==> src/design/htw_ram.sv <==
module htw_ram #(
    parameter int WIDTH = 8,
    parameter int DEPTH = 16
) (
    input  logic                     clk,
    input  logic                     we,
    input  logic [$clog2(DEPTH)-1:0] waddr,
    input  logic [WIDTH-1:0]         wdata,
    input  logic [$clog2(DEPTH)-1:0] raddr,
    output logic [WIDTH-1:0]         rdata
);

    logic [WIDTH-1:0] mem_reg [DEPTH];
    logic [WIDTH-1:0] rdata_reg;

    always_ff @(posedge clk)
    begin
        if (we)
        begin
            mem_reg[waddr] <= wdata;
        end
        rdata_reg <= mem_reg[raddr];
    end

    assign rdata = rdata_reg;

endmodule

==> config.mk <==
export PLATFORM = sky130hd
export DESIGN_NAME = htw_ram
export DESIGN_NICKNAME = d
export VERILOG_FILES = /design/src/design/htw_ram.sv
export SDC_FILE = /design/constraint.sdc
export NUM_CORES = 1
export LEC_CHECK = 0
export ABC_AREA = 1
export BUFFER_PORTS_ARGS = -buffer_cell sky130_fd_sc_hd__buf_4
export CAP_MARGIN = 0
export CORE_MARGIN = 3
export CORE_UTILIZATION = 65
export CTS_CLUSTER_SIZE = 14
export DETAILED_ROUTE_END_ITERATION = 7
export GPL_TIMING_DRIVEN = 0
export PLACE_DENSITY = 0.9
export SLEW_MARGIN = 20
export SYNTH_ARGS = -nofsm -noshare
export SYNTH_HDL_FRONTEND = slang
export SYNTH_SLANG_ARGS = --single-unit
==> constraint.sdc <==
create_clock -name clk -period 2.1 [get_ports clk]
set_clock_uncertainty 0.1 [all_clocks]
set_input_delay 0.21 -clock clk [delete_from_list [all_inputs] [get_ports clk]]
set_output_delay 0.21 -clock clk [all_outputs]
set_load 0.005 [all_outputs]
# Word-level counts from Yosys, hierarchy flattened
# Memory sizes are Yosys's and may differ from the RTL's. A register that Yosys moved wholly into a read port is not among the register bits.
# Index checks and enable logic that the tools add are counted.
# totals
input_bits,18
ff_bits,0
latchBits,0
out_inout_bits,8
mem_bits_ro,0
wordCells,3
mem_bits_rw,128
memories,1
# memory_table
name,depth,width,rd,rd_ports_with_merged_regs,write_ports,line_no,source
mem_reg,16,8,1,1,1,13,logic [WIDTH-1:0] mem_reg [DEPTH];
# op_classes
mul,0
addsub,0
n_lt_le_gt_ge,0
bitwise,0
n_mux,2
n_reduce_logical,0
eq_ne,0
div,0
shifts,0
# op_table
op,n
$mux 1,2

# Longest topological paths before layout
# logic_depth
depth_word,2
mapped_depth,8
mapped_depth_nobuf,7

# Least setup slack after synthesis
# Ideal clock, no wire load.
# synth_timing
path_type,input to register
start,in waddr[2]
end,mem mem_reg[10][0] (enable)
setup_slack_ns,0.839
setup_ns,0.370
arrival_ns,0.791
stages,2
t_required_ns,1.630
cell_sequence,nand3b_1 -> nor2_1
# synth_lines
element,line_no,source
from (decl),7,"input logic [$clog2(DEPTH)-1:0] waddr,"
to (decl),13,
# No word-level cell before the write port.

==> results.ini <==
[run_status]
run_status = finished, final reports clean

[timing]
setup_viol_count_final = 0
fin_setup_tns_ps = 0
slew_headroom_pct = 35.1
fin_ws_ps = 676
fmax_mhz = 702
grt_setup_unrepaired = no
report.final.slew_viol_count = 0
period_share_pct = 67.8
tightestPinTransition_ps = 970
finalHoldViolCount = 0
final_period_minus_worst_setup_slack_ps = 1420

[global_routing]
grt-ovfl-total = 0
maximum_number_of_pins_on_one_net_before_global_route_repair = 17
antenna_found_initial = 0
first_global_vias = 4228
grt_use_total_pct = 31.5
global_route_wire_length_before_repair_mm = 22.7

[floorplanning]
start_util_pct = 68.5
die_area_um2 = 10000
placeableCoreArea_um2 = 8420
dieWidth_um = 100
die_h_um = 100
top_level_ports = 26
core.rowCount = 33

[synthesis]
synth_seq_cells = 136
post_synth_num_cell_types = 12
yosysWarnings = 0
syn-num-nets = 569
synth.avg_cell_area_um2 = 10.5
syn-cell-area_um2 = 5770
synth_cells = 551
ys_seq_area_share_pct = 69.4

[power_and_ir_drop]
power.static_leakage_nw = 2.93
ir_worst_vdd_mv = 0.633
power_density_nw_per_um2 = 934

[critical_path]
worst_r2r_startpoint = mem_reg[10][2]
critical_path.reg2reg.endpoint = rdata[2]
critical_path_buf_inv_count = 4
worst_path_largest_cell_delay_ps = 530
crit_chain = dlygate4sd3_1 -> buf_2 -> inv_1 -> buf_4 -> nand3_1 -> nand3_1 -> nand2_1
type_of_the_setup_path_with_the_least_slack = in2reg
cp_data_required_time_ps = 2400
critical_path.endpoint_type = register
rr_worst_depth = 6
cpMostUsedCell = sky130_fd_sc_hd__nand3_1
worst-endpoint-arrival_ps = 1730
critical-path-slowest-cell = sky130_fd_sc_hd__dlygate4sd3_1
worstSetupStartpointType = input pin
worst-r2r-setup-slack_ps = 920
worstPathMaxFanout = 10
path_delay_family = buffers and inverters

[clocking]
cts_tree = yes
clock-sinks = 136
clock-root-buffer = sky130_fd_sc_hd__clkbuf_8
cts_made_buffers = 17
ctsHtreeMaxLevel = 4
clock_tree.buffer_depth = 2
worst_skew_pair_later_pin_latency_ps = 520
clkTransAtPathRegs_ps = 60

[hold_path]
min-delay-path-class = in2reg
timing.hold.worst.start = raddr[3]
worst_hold_path.endpoint = rdata[5]
min_path_cells = 3

[layout]
final_layout_size_suffix_gt1_share_pct = 12.2
net_count_reported_at_finish = 619
post_layout_nonfiller_instances = 719
antenna_cells_inserted = 0
layout.cells.most_common = sky130_fd_sc_hd__nand2_1
syn2layout_area_growth_pct = 16.3
final_cell_mix = sky130_fd_sc_hd__nand2_1, sky130_fd_sc_hd__edfxtp_1, sky130_fd_sc_hd__inv_1, sky130_fd_sc_hd__nand3_1, sky130_fd_sc_hd__buf_4
filler_cell_count = 474
largest_register_ffs = 128

[detailed_routing]
detailed_route_wire_length_mm = 14.8
detailroute.via_count = 4289
count_of_tritonroute_iterations_in_the_first_routing_pass = 6
post-route-drc-count = 0
route.detailed.wl_per_inst_um = 20.5
final_antenna_net_count = 0
via_density = 5.97
drt-initial-drc-count = 541

[placed_design]
place.gp.congestion = 0.899
port_buffers = 22
detailedPlacementHpwl_mm = 8.99
dpl_worst_slack_ps = 261
dp.cells = 678

[job]
cap_violations = 0

repair_timing:
item                                   in CTS  in global routing
setup endpoints to repair                   0                  0
gates resized for setup                     0                  0
setup buffers                               0                  0
hold buffers                                9                  0
endpoints found under the hold margin     129                  0
cells in the mapped netlist:
master | number | area, um^2
sky130_fd_sc_hd__nand2_1 | 173 | 649
sky130_fd_sc_hd__edfxtp_1 | 128 | 3840
sky130_fd_sc_hd__inv_1 | 100 | 375
sky130_fd_sc_hd__nand3_1 | 97 | 485
sky130_fd_sc_hd__nor2_1 | 17 | 63.8
sky130_fd_sc_hd__buf_2 | 13 | 65.1
sky130_fd_sc_hd__dfxtp_1 | 8 | 160
sky130_fd_sc_hd__buf_6 | 6 | 67.6
sky130_fd_sc_hd__buf_4 | 4 | 30.0
sky130_fd_sc_hd__inv_2 | 2 | 7.51
sky130_fd_sc_hd__nand3b_1 | 2 | 15.0
sky130_fd_sc_hd__buf_1 | 1 | 3.75
cells by family (layout without fill, tap and decap cells):
logic type | count (synthesis) | count (layout) | share of synthesized area [%]
buf+inv | 126 | 189 | 9.52
flops | 136 | 136 | 69.4
simple gates | 289 | 289 | 21.0
per-stage QoR:
stage                     total power, mW  area [um^2]  hold slack (ps)  utilization, %
after floorplan                      3.32         5770              209               -
after detailed placement             3.51         6060              462            72.0
final                                6.26         6710             28.5            79.6
after CTS                            6.25         6710             9.45            79.6
after global routing                 6.41         6710             51.9            79.6
after global placement               3.49         6060              443            72.0
worst max-delay path by stage:
stage                  start             end  slack, ps  cells past startpoint
floorplan           waddr[2]  mem_reg[10][0]        840                      2
global placement    waddr[3]   mem_reg[6][1]        370                      3
detailed placement  waddr[3]   mem_reg[7][1]        260                      3
CTS                 raddr[2]        rdata[4]        730                      7
global route        raddr[2]        rdata[5]        610                      7
finish              raddr[2]        rdata[6]        680                      7
layer usage:
metal  vias to the layer above  routed length [um]  global-route usage [%]
li1                       1877                   -                       -
met5                         -                   0                       0
met1                      2000                5220                    41.6
met2                       362                7070                    50.1
met3                        50                2010                    7.92
met4                         0                 484                    13.9
report_power, final:
group,switching [mW],internal [mW]
Sequential,0.0180,3.04
Clock,1.10,1.67
Combinational,0.291,0.144
Total,1.41,4.85
worst reg2reg max path: stages, from the launching register on:
cell and delay, ps:
sky130_fd_sc_hd__edfxtp_1 380, sky130_fd_sc_hd__inv_1 80, sky130_fd_sc_hd__nand2_1 100, sky130_fd_sc_hd__nand3_1 100, sky130_fd_sc_hd__nand3_1 70, sky130_fd_sc_hd__nand3_1 120, sky130_fd_sc_hd__nand2_1 100
area by class of cell:
class	instances	area (um^2)	share of cell area [%]
inverter	102	383	5.71
sequential	136	4000	59.7
clock buffer	18	418	6.23
clock inverter	14	134	2.00
buffer	24	166	2.48
multi-input combinational	289	1210	18.1
tap	105	131	1.96
timing repair buffer	31	255	3.81
(Power assumes the default switching activity.)
